--- config.mk ---
export PLATFORM = sky130hd
export DESIGN_NAME = battery_soc_from_voltage
export DESIGN_NICKNAME = d
export VERILOG_FILES = /design/src/hdl/bsoc_pkg.sv /design/src/hdl/bsoc_div.sv /design/src/hdl/battery_soc_from_voltage.sv
export SDC_FILE = /design/constraint.sdc
export NUM_CORES = 2
export LEC_CHECK = 0
export BUFFER_PORTS_ARGS = -buffer_cell sky130_fd_sc_hd__buf_2
export CAP_MARGIN = 0
export CORE_MARGIN = 2
export CORE_UTILIZATION = 37
export DETAILED_ROUTE_END_ITERATION = 8
export PLACE_DENSITY = 0.52
export SYNTH_ARGS = -nofsm -noshare
export SYNTH_HDL_FRONTEND = slang
export SYNTH_SLANG_ARGS = --single-unit
--- constraint.sdc ---
create_clock -name clk -period 6.85 [get_ports clk]
set_input_delay 0.3425 -clock clk [delete_from_list [all_inputs] [get_ports clk]]
set_output_delay 0.3425 -clock clk [all_outputs]
set_load 0.1 [all_outputs]
--- src/hdl/bsoc_pkg.sv ---
// Shared widths, constants and the cell voltage table for the SOC estimator.
`timescale 1ns / 1ps

package bsoc_pkg;

  // Field widths
  localparam int MV_W    = 20;
  localparam int CELLS_W = 8;
  localparam int UV_W    = 30;  // floor(1048575 * 1000) still fits
  localparam int SOC_W   = 7;
  localparam int COLOR_W = 8;

  // Table geometry
  localparam int TABLE_POINTS = 21;
  localparam int IDX_W        = $clog2(TABLE_POINTS);
  localparam int SOC_STEP     = 5;   // percent between neighboring points
  localparam int STEP_W       = $clog2(SOC_STEP + 1);
  localparam int X_W          = 18;  // widest segment spans 150000 uV
  localparam int CMP_W        = 22;  // 2 * SOC_STEP * span plus span

  // Arithmetic constants
  localparam logic [CELLS_W-1:0] CELLS_RESET = CELLS_W'(140);
  localparam int                 MV_TO_UV    = 1000;
  localparam int                 DIV_STEP    = 3;  // quotient bits per divider stage
  localparam logic [SOC_W-1:0]   SOC_FULL    = SOC_W'(100);
  localparam logic [SOC_W-1:0]   SOC_EMPTY   = SOC_W'(0);
  localparam logic [COLOR_W-1:0] COLOR_MAX   = COLOR_W'(255);

  // floor(soc * 255 / 100) == (soc * 255 * 5243) >> 19 for soc in 0..100
  localparam int GREEN_MUL   = 255 * 5243;
  localparam int GREEN_SHIFT = 19;
  localparam int GREEN_W     = 28;

  // Cell voltage of each table point in microvolts, highest first
  function automatic logic [UV_W-1:0] point_uv(input logic [IDX_W-1:0] idx);
    logic [UV_W-1:0] v;
    case (idx)
      IDX_W'(0):  v = UV_W'(4100000);
      IDX_W'(1):  v = UV_W'(4000000);
      IDX_W'(2):  v = UV_W'(3970000);
      IDX_W'(3):  v = UV_W'(3950000);
      IDX_W'(4):  v = UV_W'(3920000);
      IDX_W'(5):  v = UV_W'(3850000);
      IDX_W'(6):  v = UV_W'(3810000);
      IDX_W'(7):  v = UV_W'(3770000);
      IDX_W'(8):  v = UV_W'(3730000);
      IDX_W'(9):  v = UV_W'(3700000);
      IDX_W'(10): v = UV_W'(3640000);
      IDX_W'(11): v = UV_W'(3600000);
      IDX_W'(12): v = UV_W'(3550000);
      IDX_W'(13): v = UV_W'(3500000);
      IDX_W'(14): v = UV_W'(3450000);
      IDX_W'(15): v = UV_W'(3400000);
      IDX_W'(16): v = UV_W'(3340000);
      IDX_W'(17): v = UV_W'(3250000);
      IDX_W'(18): v = UV_W'(3100000);
      IDX_W'(19): v = UV_W'(2950000);
      IDX_W'(20): v = UV_W'(2800000);
      default:    v = '0;
    endcase
    return v;
  endfunction

  // State of charge of each table point
  function automatic logic [SOC_W-1:0] point_soc(input logic [IDX_W-1:0] idx);
    logic [SOC_W-1:0] s;
    case (idx)
      IDX_W'(0):  s = SOC_W'(100);
      IDX_W'(1):  s = SOC_W'(95);
      IDX_W'(2):  s = SOC_W'(90);
      IDX_W'(3):  s = SOC_W'(85);
      IDX_W'(4):  s = SOC_W'(80);
      IDX_W'(5):  s = SOC_W'(75);
      IDX_W'(6):  s = SOC_W'(70);
      IDX_W'(7):  s = SOC_W'(65);
      IDX_W'(8):  s = SOC_W'(60);
      IDX_W'(9):  s = SOC_W'(55);
      IDX_W'(10): s = SOC_W'(50);
      IDX_W'(11): s = SOC_W'(45);
      IDX_W'(12): s = SOC_W'(40);
      IDX_W'(13): s = SOC_W'(35);
      IDX_W'(14): s = SOC_W'(30);
      IDX_W'(15): s = SOC_W'(25);
      IDX_W'(16): s = SOC_W'(20);
      IDX_W'(17): s = SOC_W'(15);
      IDX_W'(18): s = SOC_W'(10);
      IDX_W'(19): s = SOC_W'(5);
      IDX_W'(20): s = SOC_W'(0);
      default:    s = '0;
    endcase
    return s;
  endfunction

endpackage

--- src/hdl/bsoc_div.sv ---
// Pipelined restoring divider: a few quotient bits per stage, one transaction per cycle while out_ready holds.
`timescale 1ns / 1ps

module bsoc_div
  import bsoc_pkg::*;
#(
  parameter int NUM_W = UV_W,
  parameter int DEN_W = CELLS_W,
  parameter int STEP  = DIV_STEP
) (
  input  logic             clk,
  input  logic             rst,
  input  logic             in_valid,
  output logic             in_ready,
  input  logic [NUM_W-1:0] in_num,
  input  logic [DEN_W-1:0] in_den,
  output logic             out_valid,
  input  logic             out_ready,
  output logic [NUM_W-1:0] out_quo
);

  localparam int STAGES = (NUM_W + STEP - 1) / STEP;
  localparam int PAD_W  = STAGES * STEP;

  logic             vld   [STAGES];
  logic [PAD_W-1:0] num_r [STAGES];
  logic [PAD_W-1:0] quo_r [STAGES];
  logic [DEN_W-1:0] rem_r [STAGES];
  logic [DEN_W-1:0] den_r [STAGES];
  logic [STAGES:0]  rdy;

  // Backpressure: a stage takes new data when empty or when it drains
  always_comb begin
    rdy[STAGES] = out_ready;
    for (int s = STAGES - 1; s >= 0; s--) begin
      rdy[s] = !vld[s] || rdy[s+1];
    end
  end

  assign in_ready  = rdy[0];
  assign out_valid = vld[STAGES-1];
  assign out_quo   = quo_r[STAGES-1][NUM_W-1:0];

  for (genvar s = 0; s < STAGES; s++) begin : g_stage
    logic             src_v;
    logic [PAD_W-1:0] src_num;
    logic [PAD_W-1:0] src_quo;
    logic [DEN_W-1:0] src_rem;
    logic [DEN_W-1:0] src_den;
    logic [PAD_W-1:0] num_next;
    logic [PAD_W-1:0] quo_next;
    logic [DEN_W-1:0] rem_next;

    if (s == 0) begin : g_first
      // leading zero padding only adds leading zero quotient bits
      assign src_v   = in_valid;
      assign src_num = PAD_W'(in_num);
      assign src_quo = '0;
      assign src_rem = '0;
      assign src_den = in_den;
    end else begin : g_rest
      assign src_v   = vld[s-1];
      assign src_num = num_r[s-1];
      assign src_quo = quo_r[s-1];
      assign src_rem = rem_r[s-1];
      assign src_den = den_r[s-1];
    end

    // STEP shift-and-subtract steps on narrow values
    always_comb begin
      logic [DEN_W:0] trial;
      num_next = src_num;
      quo_next = src_quo;
      rem_next = src_rem;
      for (int b = 0; b < STEP; b++) begin
        trial = {rem_next, num_next[PAD_W-1]};
        if (trial >= {1'b0, src_den}) begin
          rem_next = DEN_W'(trial - {1'b0, src_den});
          quo_next = {quo_next[PAD_W-2:0], 1'b1};
        end else begin
          rem_next = trial[DEN_W-1:0];
          quo_next = {quo_next[PAD_W-2:0], 1'b0};
        end
        num_next = {num_next[PAD_W-2:0], 1'b0};
      end
    end

    always_ff @(posedge clk) begin
      if (rst) begin
        vld[s] <= 1'b0;
      end else if (rdy[s+1] || !vld[s]) begin
        vld[s] <= src_v;
      end
    end

    always_ff @(posedge clk) begin
      if (rdy[s] && src_v) begin
        num_r[s] <= num_next;
        quo_r[s] <= quo_next;
        rem_r[s] <= rem_next;
        den_r[s] <= src_den;
      end
    end
  end

endmodule

--- src/hdl/battery_soc_from_voltage.sv ---
// Top level: pack voltage to state of charge and bar color, fully pipelined.
`timescale 1ns / 1ps

// Takes one pack voltage sample per cycle and returns one result per sample,
// in order. One stage scales millivolts to microvolts, ten divider stages
// (3 quotient bits each, set by DIV_BITS) divide by the series cell count,
// then four stages find the table segment, take the offset into it,
// interpolate with round half up, and form the bar colors. Sustained rate
// is one transaction per clock whenever the output side takes results; any
// empty stage absorbs a new sample during a stall. cells_in_series resets
// to 140, a value of 0 acts as 1, and it should only be written while no
// transaction is in flight.

module battery_soc_from_voltage
  import bsoc_pkg::*;
#(
  parameter int DIV_BITS = DIV_STEP
) (
  input  logic               clk,
  input  logic               rst,
  input  logic               cfg_wr_en,
  input  logic [CELLS_W-1:0] cfg_wr_data,
  input  logic               in_valid,
  output logic               in_ready,
  input  logic [MV_W-1:0]    pack_millivolts,
  output logic               out_valid,
  input  logic               out_ready,
  output logic [SOC_W-1:0]   soc_percent,
  output logic [COLOR_W-1:0] bar_red,
  output logic [COLOR_W-1:0] bar_green
);

  // Config register
  logic [CELLS_W-1:0] cells_in_series;
  logic [CELLS_W-1:0] cells_eff;

  always_ff @(posedge clk) begin
    if (rst) begin
      cells_in_series <= CELLS_RESET;
    end else if (cfg_wr_en) begin
      cells_in_series <= cfg_wr_data;
    end
  end

  assign cells_eff = (cells_in_series == '0) ? CELLS_W'(1) : cells_in_series;

  // Handshake chain, output end first
  logic a_valid, b_valid, c_valid, d_valid, e_valid;
  logic rdy_a, rdy_b, rdy_c, rdy_d, rdy_e;
  logic div_in_ready, div_out_valid;
  logic [UV_W-1:0] div_quo;

  assign rdy_e    = !e_valid || out_ready;
  assign rdy_d    = !d_valid || rdy_e;
  assign rdy_c    = !c_valid || rdy_d;
  assign rdy_b    = !b_valid || rdy_c;
  assign rdy_a    = !a_valid || div_in_ready;
  assign in_ready = rdy_a;

  // Stage A: millivolts times 1000
  logic [UV_W-1:0] a_uv_num;

  always_ff @(posedge clk) begin
    if (rst) begin
      a_valid <= 1'b0;
    end else if (rdy_a) begin
      a_valid <= in_valid;
    end
  end

  always_ff @(posedge clk) begin
    if (rdy_a && in_valid) begin
      a_uv_num <= UV_W'(pack_millivolts) * UV_W'(MV_TO_UV);
    end
  end

  // Divide by the cell count
  bsoc_div #(
    .NUM_W (UV_W),
    .DEN_W (CELLS_W),
    .STEP  (DIV_BITS)
  ) u_div (
    .clk       (clk),
    .rst       (rst),
    .in_valid  (a_valid),
    .in_ready  (div_in_ready),
    .in_num    (a_uv_num),
    .in_den    (cells_eff),
    .out_valid (div_out_valid),
    .out_ready (rdy_b),
    .out_quo   (div_quo)
  );

  // Stage B: segment search against all table points
  logic [IDX_W-1:0]        seg_next;
  logic [TABLE_POINTS-1:0] above_pt;
  logic [IDX_W-1:0]        b_seg;
  logic                    b_above, b_below;
  logic [UV_W-1:0]         b_uv;

  always_comb begin
    for (int j = 0; j < TABLE_POINTS; j++) begin
      above_pt[j] = div_quo > point_uv(IDX_W'(j));
    end
    // highest point exceeded (lowest index) marks the segment just above it
    seg_next = '0;
    for (int j = TABLE_POINTS - 1; j >= 1; j--) begin
      if (above_pt[j]) begin
        seg_next = IDX_W'(j - 1);
      end
    end
  end

  always_ff @(posedge clk) begin
    if (rst) begin
      b_valid <= 1'b0;
    end else if (rdy_b) begin
      b_valid <= div_out_valid;
    end
  end

  always_ff @(posedge clk) begin
    if (rdy_b && div_out_valid) begin
      b_seg   <= seg_next;
      b_above <= above_pt[0];
      b_below <= !above_pt[TABLE_POINTS-1];
      b_uv    <= div_quo;
    end
  end

  // Stage C: offset into segment and segment span
  logic [UV_W-1:0]  seg_low_uv;
  logic [X_W-1:0]   c_x, c_span;
  logic [SOC_W-1:0] c_soc_low;
  logic             c_above, c_below;

  assign seg_low_uv = point_uv(b_seg + IDX_W'(1));

  always_ff @(posedge clk) begin
    if (rst) begin
      c_valid <= 1'b0;
    end else if (rdy_c) begin
      c_valid <= b_valid;
    end
  end

  always_ff @(posedge clk) begin
    if (rdy_c && b_valid) begin
      c_x       <= X_W'(b_uv - seg_low_uv);
      c_span    <= X_W'(point_uv(b_seg) - seg_low_uv);
      c_soc_low <= point_soc(b_seg + IDX_W'(1));
      c_above   <= b_above;
      c_below   <= b_below;
    end
  end

  // Stage D: interpolate, round half up
  // quotient of (2*step*x + span) / (2*span) counted against its few thresholds
  logic [CMP_W-1:0]  interp_num;
  logic [STEP_W-1:0] interp_q;
  logic [SOC_W-1:0]  soc_next;
  logic [SOC_W-1:0]  d_soc;

  always_comb begin
    interp_num = CMP_W'(c_x) * CMP_W'(2 * SOC_STEP) + CMP_W'(c_span);
    interp_q   = '0;
    for (int k = 1; k <= SOC_STEP; k++) begin
      if (interp_num >= CMP_W'(2 * k) * CMP_W'(c_span)) begin
        interp_q = interp_q + STEP_W'(1);
      end
    end
    if (c_above) begin
      soc_next = SOC_FULL;
    end else if (c_below) begin
      soc_next = SOC_EMPTY;
    end else begin
      soc_next = c_soc_low + SOC_W'(interp_q);
    end
  end

  always_ff @(posedge clk) begin
    if (rst) begin
      d_valid <= 1'b0;
    end else if (rdy_d) begin
      d_valid <= c_valid;
    end
  end

  always_ff @(posedge clk) begin
    if (rdy_d && c_valid) begin
      d_soc <= soc_next;
    end
  end

  // Stage E: bar colors, output register
  logic [GREEN_W-1:0] green_prod;
  logic [COLOR_W-1:0] green_next;
  logic [SOC_W-1:0]   e_soc;
  logic [COLOR_W-1:0] e_green;

  assign green_prod = GREEN_W'(d_soc) * GREEN_W'(GREEN_MUL);
  assign green_next = COLOR_W'(green_prod >> GREEN_SHIFT);

  always_ff @(posedge clk) begin
    if (rst) begin
      e_valid <= 1'b0;
    end else if (rdy_e) begin
      e_valid <= d_valid;
    end
  end

  always_ff @(posedge clk) begin
    if (rdy_e && d_valid) begin
      e_soc   <= d_soc;
      e_green <= green_next;
    end
  end

  assign out_valid   = e_valid;
  assign soc_percent = e_soc;
  assign bar_green   = e_green;
  assign bar_red     = COLOR_MAX - e_green;

endmodule

=== Word level (Yosys, flattened, before mapping) ===
Memory sizes are Yosys's and may differ from the RTL's. A register that Yosys moved wholly into a read port is not among the register bits.
Index checks and enable logic that the tools add are counted.

* Input port bits: 33
* Memories: 8
* Memory bits (read-only): 1376
* Bits in registers: 125
* Memory bits (writable): 740
* Word-level logic and storage cells: 343

{| class="wikitable"
|+ Memory list
! name !! words !! bits a word !! read ports !! clocked after memory_dff !! write ports !! RTL line !! source
|-
| (name not given) || 32 || 18 || 1 || 0 || 0 || bsoc_pkg.sv:37 || <nowiki>case (idx)</nowiki>
|-
| (name not given) || 32 || 18 || 1 || 0 || 0 || bsoc_pkg.sv:37 ||
|-
| u_div.quo_r || 10 || 30 || 10 || 0 || 10 || bsoc_div.sv:27 || <nowiki>logic [PAD_W-1:0] quo_r [STAGES];</nowiki>
|-
| u_div.num_r || 10 || 27 || 9 || 0 || 10 || bsoc_div.sv:26 || <nowiki>logic [PAD_W-1:0] num_r [STAGES];</nowiki>
|-
| (name not given) || 32 || 7 || 1 || 1 || 0 || bsoc_pkg.sv:67 || <nowiki>case (idx)</nowiki>
|-
| u_div.den_r || 10 || 8 || 9 || 0 || 10 || bsoc_div.sv:29 || <nowiki>logic [DEN_W-1:0] den_r [STAGES];</nowiki>
|-
| 2 more memories || - || - || - || - || - || - ||
|}

* Mux-type cells: 149
* Order comparisons: 56
* Multipliers: 5
* Bitwise gates (word level): 10
* Reduce and logical (&&, ||, !) cells: 52
* Add/sub/neg operators: 40

{| class="wikitable"
|+ Operators with widths
! cell !! count
|-
| > comparator 30 x 22 -> 1 bit, second input constant || 21
|-
| >= comparator 9 x 8 -> 1 bit || 29
|-
| 2-to-1 mux 8 bit || 31
|-
| subtractor 8 bit || 29
|-
| 2-to-1 mux 1 bit || 94
|-
| >= comparator 22 x 21 -> 1 bit || 2
|-
| subtractor 18 bit || 2
|-
| 2-to-1 mux 4 bit || 8
|-
| multiplier 20 x 7 -> 27 bit, second input constant || 1
|-
| multiplier 7 x 21 -> 27 bit, second input constant || 1
|-
| 2-to-1 mux 3 bit || 8
|-
| adder 22 x 18 -> 22 bit || 1
|-
| >= comparator 22 x 19 -> 1 bit || 1
|-
| >= comparator 22 x 20 -> 1 bit || 1
|-
| >= comparator 22 bit || 1
|-
| multiplier 18 x 3 -> 21 bit, second input constant || 1
|-
| multiplier 3 x 18 -> 21 bit, first input constant || 1
|-
| multiplier 2 x 18 -> 20 bit, first input constant || 1
|-
| 2-to-1 mux 5 bit || 4
|-
| 2-to-1 mux 18 bit || 1
|-
| logical NOT 1 bit || 16
|-
| OR reduction 16 bit || 1
|-
| logical AND 1 bit || 15
|-
| logical OR 1 bit || 15
|-
| other kinds (13) || 27
|}

=== Logic depth before layout (Yosys ltp) ===
An unclocked memory read counts as a cell.

* Depth after elaboration: 21
* Depth in mapped cells: 39
* Gate-level depth less buffers: 39

=== Cells and area by module ===
From an unflattened synthesis, not the netlist that was laid out.

* Cells, all modules: 3918
* Area total of the unflattened synthesis: 43015.0 um2

{| class="wikitable"
|+ Modules (own cells, without submodules)
! module !! cells an instance !! seq. area each (um2) !! times used !! area each (um2)
|-
| bsoc_div || 2053 || 13633.1 || 1 || 25831.0
|-
| battery_soc_from_voltage || 1865 || 3713.6 || 1 || 17184.0
|}

=== Worst setup path after synthesis ===
OpenSTA, ideal clock, no wires.

* Path type: register -> register
* Start: reg c_x[1]
* End: reg d_soc[5] (data pin)
* Arrival: 6.969 ns
* Setup slack: -0.379 ns
* Library setup time: 0.261 ns
* Stages on the path, launching flop included: 34
* Clock period less this slack: 7.229 ns
* Path through: edfxtp_1 ha_1 ha_1 inv_1 fa_1 nor2b_4 o31a_4 o311ai_4 nand2_2 xor2_1 ha_1 a21oi_1 o22ai_1 a21oi_1 ha_1 nand4_1 nor3_1 a2111oi_0 a21oi_1 a2111oi_0 nor2_1 or3_1 ha_1 xor2_1 ha_1 mux2_4 ha_1 mux2_2 ha_1 a21o_1 a21oi_1 nor2_1 xnor2_1 o21bai_1

* Word-level cells in the longest chain between the ends: 14
* Elaborated cells on any way between the ends: 18
* Those cells by class: add/sub (6); mul (1); order compare (5); mux (6)

{| class="wikitable"
|+ Ends and longest elaborated chain
! element !! RTL line !! source
|-
| from (decl) || battery_soc_from_voltage.sv:133 || <nowiki>logic [X_W-1:0] c_x, c_span;</nowiki>
|-
| from (signal assigned) || battery_soc_from_voltage.sv:149 || <nowiki>c_x <= X_W'(b_uv - seg_low_uv);</nowiki>
|-
| multiplier 18 x 3 -> 21 bit * || battery_soc_from_voltage.sv:165 || <nowiki>interp_num = CMP_W'(c_x) * CMP_W'(2 * SOC_STEP) + CMP_W'(c_span);</nowiki>
|-
| adder 22 x 18 -> 22 bit * || battery_soc_from_voltage.sv:165 ||
|-
| >= comparator 22 x 19 -> 1 bit || battery_soc_from_voltage.sv:168 || <nowiki>if (interp_num >= CMP_W'(2 * k) * CMP_W'(c_span)) begin</nowiki>
|-
| 2-to-1 mux 1 bit || battery_soc_from_voltage.sv:168 ||
|-
| adder 3 x 1 -> 3 bit || battery_soc_from_voltage.sv:169 || <nowiki>interp_q = interp_q + STEP_W'(1);</nowiki>
|-
| 2-to-1 mux 3 bit || battery_soc_from_voltage.sv:168 ||
|-
| adder 3 x 1 -> 3 bit || battery_soc_from_voltage.sv:169 ||
|-
| 2-to-1 mux 3 bit || battery_soc_from_voltage.sv:168 ||
|-
| adder 3 x 1 -> 3 bit || battery_soc_from_voltage.sv:169 ||
|-
| 2-to-1 mux 3 bit || battery_soc_from_voltage.sv:168 ||
|-
| adder 3 x 1 -> 3 bit || battery_soc_from_voltage.sv:169 ||
|-
| 2-to-1 mux 3 bit * || battery_soc_from_voltage.sv:168 ||
|-
| adder 7 x 3 -> 7 bit * || battery_soc_from_voltage.sv:177 || <nowiki>soc_next = c_soc_low + SOC_W'(interp_q);</nowiki>
|-
| 2-to-1 mux 7 bit * || battery_soc_from_voltage.sv:174 || <nowiki>end else if (c_below) begin</nowiki>
|-
| to (signal assigned) || battery_soc_from_voltage.sv:191 || <nowiki>d_soc <= soc_next;</nowiki>
|-
| to (decl) || battery_soc_from_voltage.sv:162 || <nowiki>logic [SOC_W-1:0] d_soc;</nowiki>
|}

Every way passes the cells marked *; elsewhere a longest branch is shown, timed or not.
A chain may end at the register's enable or synchronous reset.

=== Final worst setup path ===
* Start: reg c_x[3]
* End: reg d_soc[6] (data pin)

The elaborated chain is that of the path after synthesis.

==> flow_summary.toml <==
[floorplan]
start_util_pct = 37.14
die_area_um2 = 117000
rows = 124
die_w_um = 342.1
io_pins = 58
core_region_area_um2 = 113900
dieHeight_um = 342.1

[clocking]
clock_path_buffers = 3
clkTransAtPathRegs_ns = 0.06
clock-sinks = 555
clock_latency_ns = 0.62
cts_made_buffers = 67
cts-root-buf = "clkbuf_16"
cts_tree = "done"
htreeDepth = 3

[min_path]
worstHoldStart = "pack_millivolts[0]"
holdPathStages = 1
whs_endpoint = "a_uv_num[3]$_DFFE_PP_"
worstHoldPathType = "input pin to flop"

[route]
vias = 30903
wl_um = 99320
via_per_inst = 5.139
drt_iter0_markers = 1618
drc = 0
antenna_left = 0
wl_per_cell_um = 16.52
first_pass_iters = 5

[worst_setup_path]
critPathLaunchType = "flop"
critPathKind = "flop to flop"
r2r-start = "c_x[3]$_DFFE_PP_"
path_max_fanout = 5
crit_top_cell = "ha_1"
arrival_ns = 7.52
crit_path_end_kind = "flop"
required_ns = 7.20
ff2ff_path_depth = 35
slowest_stage = "or4_4"
r2r-end = "d_soc[6]$_SDFFCE_PP1P_"
r2r_slack_ns = -0.33
slowest_delay_ns = 0.50

[pwr]
clockPowerShare_pct = 31.8
power_frac_seq_pct = 37.9
sw_frac_of_total_pct = 30.24
p_per_area_nw_per_um2 = 215.7
irDropWorstVdd_mv = 0.1648
switchingPower_uw = 3232
internal_power_uw = 7455
power.share.combinational_pct = 30.3
power_leakage_uw = 0.02076

[sta]
maxSlewHeadroom_pct = 25.31
hold_ws_ns = 0.04312
setup_viol = 5
hold_viol = 0
fmax_mhz = 139.3
rsz0062_at_grt = "yes"
finalMaxSlewViolations = 0
finClkSkew_ns = 0.02859
fin_crit_ns = 7.178
finalCritPeriodShare_pct = 104.8
worst_pin_slew_ns = 1.110
setup-tns-final_ns = -1.223
final.setup.worst_slack_ns = -0.3281

[global_route]
grt_pass1_vias = 31320
grt_pass1_wl_um = 161800
antenna_found_initial = 0
grt_overflow = 0
grt_max_degree = 47
grt_usage_pct = 17.02

[synthesis]
synth_top_area_share_pct = 38.48
ys.flop_type = "edfxtp_1"
synthTopCellsByArea = "edfxtp_1, ha_1, fa_1, inv_1, xnor2_1"
syn_inst = 4043
syn_nets = 4749
synth_edf_count = 542
synth_area_um2 = 42290
avgSynthCellArea_um2 = 10.46
synthArstFlopShare_pct = 0
ys_seq_area_share_pct = 39.10
yosysWarningCount = 0
synth_cell_types = 109
yosys_register_bits = 555
yosysTopAreaCell = "edfxtp_1"

[placed_design]
dpl.hpwl_um = 78410
gp_congestion = 0.8678
portBuffers = 57

[cells_and_area]
fill_cells = 10904
layout_commonest_cell = "ha_1"
layout_common_cells = "ha_1, edfxtp_1, inv_1"
final_net_count = 5153
drive_gt1_share_pct = 16.02
diodes = 0
area_growth_pct = 17.14

[run]
maxCapViolCount = 0

[status]
status = "finished, violations left"
violations = "setup timing"
[final cells by class]
class | count | area, µm² | area share, %
Tap cell | 1512 | 1892 | 3.818
Timing Repair Buffer | 421 | 3077 | 6.210
Clock inverter | 45 | 391.6 | 0.7904
Sequential cell | 555 | 16540 | 33.38
Clock buffer | 78 | 1739 | 3.510
Multi-Input combinational cell | 2989 | 24360 | 49.17
Inverter | 413 | 1550 | 3.129
[per-stage QoR]
stage | worst slack, ns | instance area [µm²] | total power [µW] | cells | util [%]
2_1_floorplan | -0.07792 | 42440 | 6402 | 4043 | -
3_3_place_gp | -0.5418 | 46870 | 7259 | 5860 | 41.15
3_5_place_dp | -0.5621 | 46870 | 7288 | 5860 | 41.15
4_1_cts | -0.3998 | 49190 | 10750 | 5998 | 43.20
5_1_grt | -0.7740 | 49550 | 11360 | 6013 | 43.51
6_report | -0.3281 | 49550 | 10690 | 6013 | 43.51
[cell usage after synthesis, types with 14 or more instances]
cell,number
inv_1,407
or2_2,20
o21ai_0,253
nor3_1,74
xnor2_1,167
nor2b_1,81
a21o_1,72
a211oi_1,34
xor2_1,64
nor2_1,255
nand4_1,53
o211ai_1,14
o21bai_1,41
a21boi_0,35
a21oi_1,244
o31ai_1,24
nand2_1,238
nand3_1,70
ha_1,556
o21a_1,47
nand2b_1,51
mux2i_1,52
and3_1,26
o221ai_1,19
fa_1,117
nor4_1,22
mux2_2,39
a31oi_1,27
edfxtp_1,542
a221o_1,26
clkbuf_1,74
or3_1,15
and2_1,26
[critical path, delay by kind of cell, from the launching register on]
kind / cells / cell delay [ns]
flops: 1 / 0.42
mux: 1 / 0.28
compound gates: 10 / 1.75
buf+inv: 3 / 0.23
simple gates: 6 / 0.95
xor+xnor: 6 / 0.96
fa+ha+maj: 9 / 2.34
[power by group through the flow]
stage | Combinational (µW) | Clock (µW) | Sequential [µW]
4_1_cts | 3190 | 3510 | 4050
6_report | 3240 | 3400 | 4050
3_3_place_gp | 3140 | 0 | 4120
3_5_place_dp | 3170 | 0 | 4120
2_1_floorplan | 2300 | 0 | 4100
5_1_grt | 3660 | 3640 | 4060
[state kept, by name, indices dropped and copies added (netlist names)]
name and cells:
a_uv_num 27, a_valid 1, b_above 1, b_below 1, b_seg 5, b_uv 18
b_valid 1, bar_green 8, c_above 1, c_below 1, c_soc_low 7, c_span 14
c_valid 1, c_x 18, cells_in_series 8, d_soc 7, d_valid 1, out_valid 1
soc_percent 7, u_div.den_r 72, u_div.num_r 108, u_div.quo_r 165, u_div.rem_r 72, u_div.vld 10
[logic make-up after synthesis]
kind of cell    count (synthesis)  synth area share, %
fa+ha+maj                     673                21.99
xor+xnor                      231                4.784
simple gates                 1018                12.27
flops                         555                39.10
mux                            92                2.305
buf+inv                       499                4.452
compound gates                975                15.11
[per-layer routing]
layer / part of all wire (%) / routed length [µm] / track usage, %
met2: 50 / 49200 / 30.48
met5: 0 / 0 / 0
met3: 2.9 / 2926 / 1.848
met4: 2.8 / 2791 / 5.610
met1: 45 / 44400 / 21.29
[worst max path at each step]
| stage | startpoint | endpoint | slack [ns] | cells after the start |
|---|---|---|---|---|
| final | c_x[3]$_DFFE_PP_ | d_soc[6]$_SDFFCE_PP1P_ | -0.33 | 35 |
| after CTS | c_x[3]$_DFFE_PP_ | d_soc[6]$_SDFFCE_PP1P_ | -0.40 | 38 |
| after global routing | c_x[3]$_DFFE_PP_ | d_soc[6]$_SDFFCE_PP1P_ | -0.77 | 38 |
| after floorplan | c_x[1]$_DFFE_PP_ | d_soc[4]$_SDFFCE_PP0P_ | -0.08 | 35 |
| after detailed placement | c_x[3]$_DFFE_PP_ | d_soc[4]$_SDFFCE_PP0P_ | -0.56 | 35 |
| after global placement | c_x[3]$_DFFE_PP_ | d_soc[4]$_SDFFCE_PP0P_ | -0.54 | 35 |
[repair_timing]
action	in CTS	in global routing
buffers inserted	6	15
resized for setup	17	111
endpoints found under the hold margin	9	0
hold buffers	9	0
endpoints found under the setup margin	8	88
pin swaps	18	38
(Power assumes the default switching activity.)
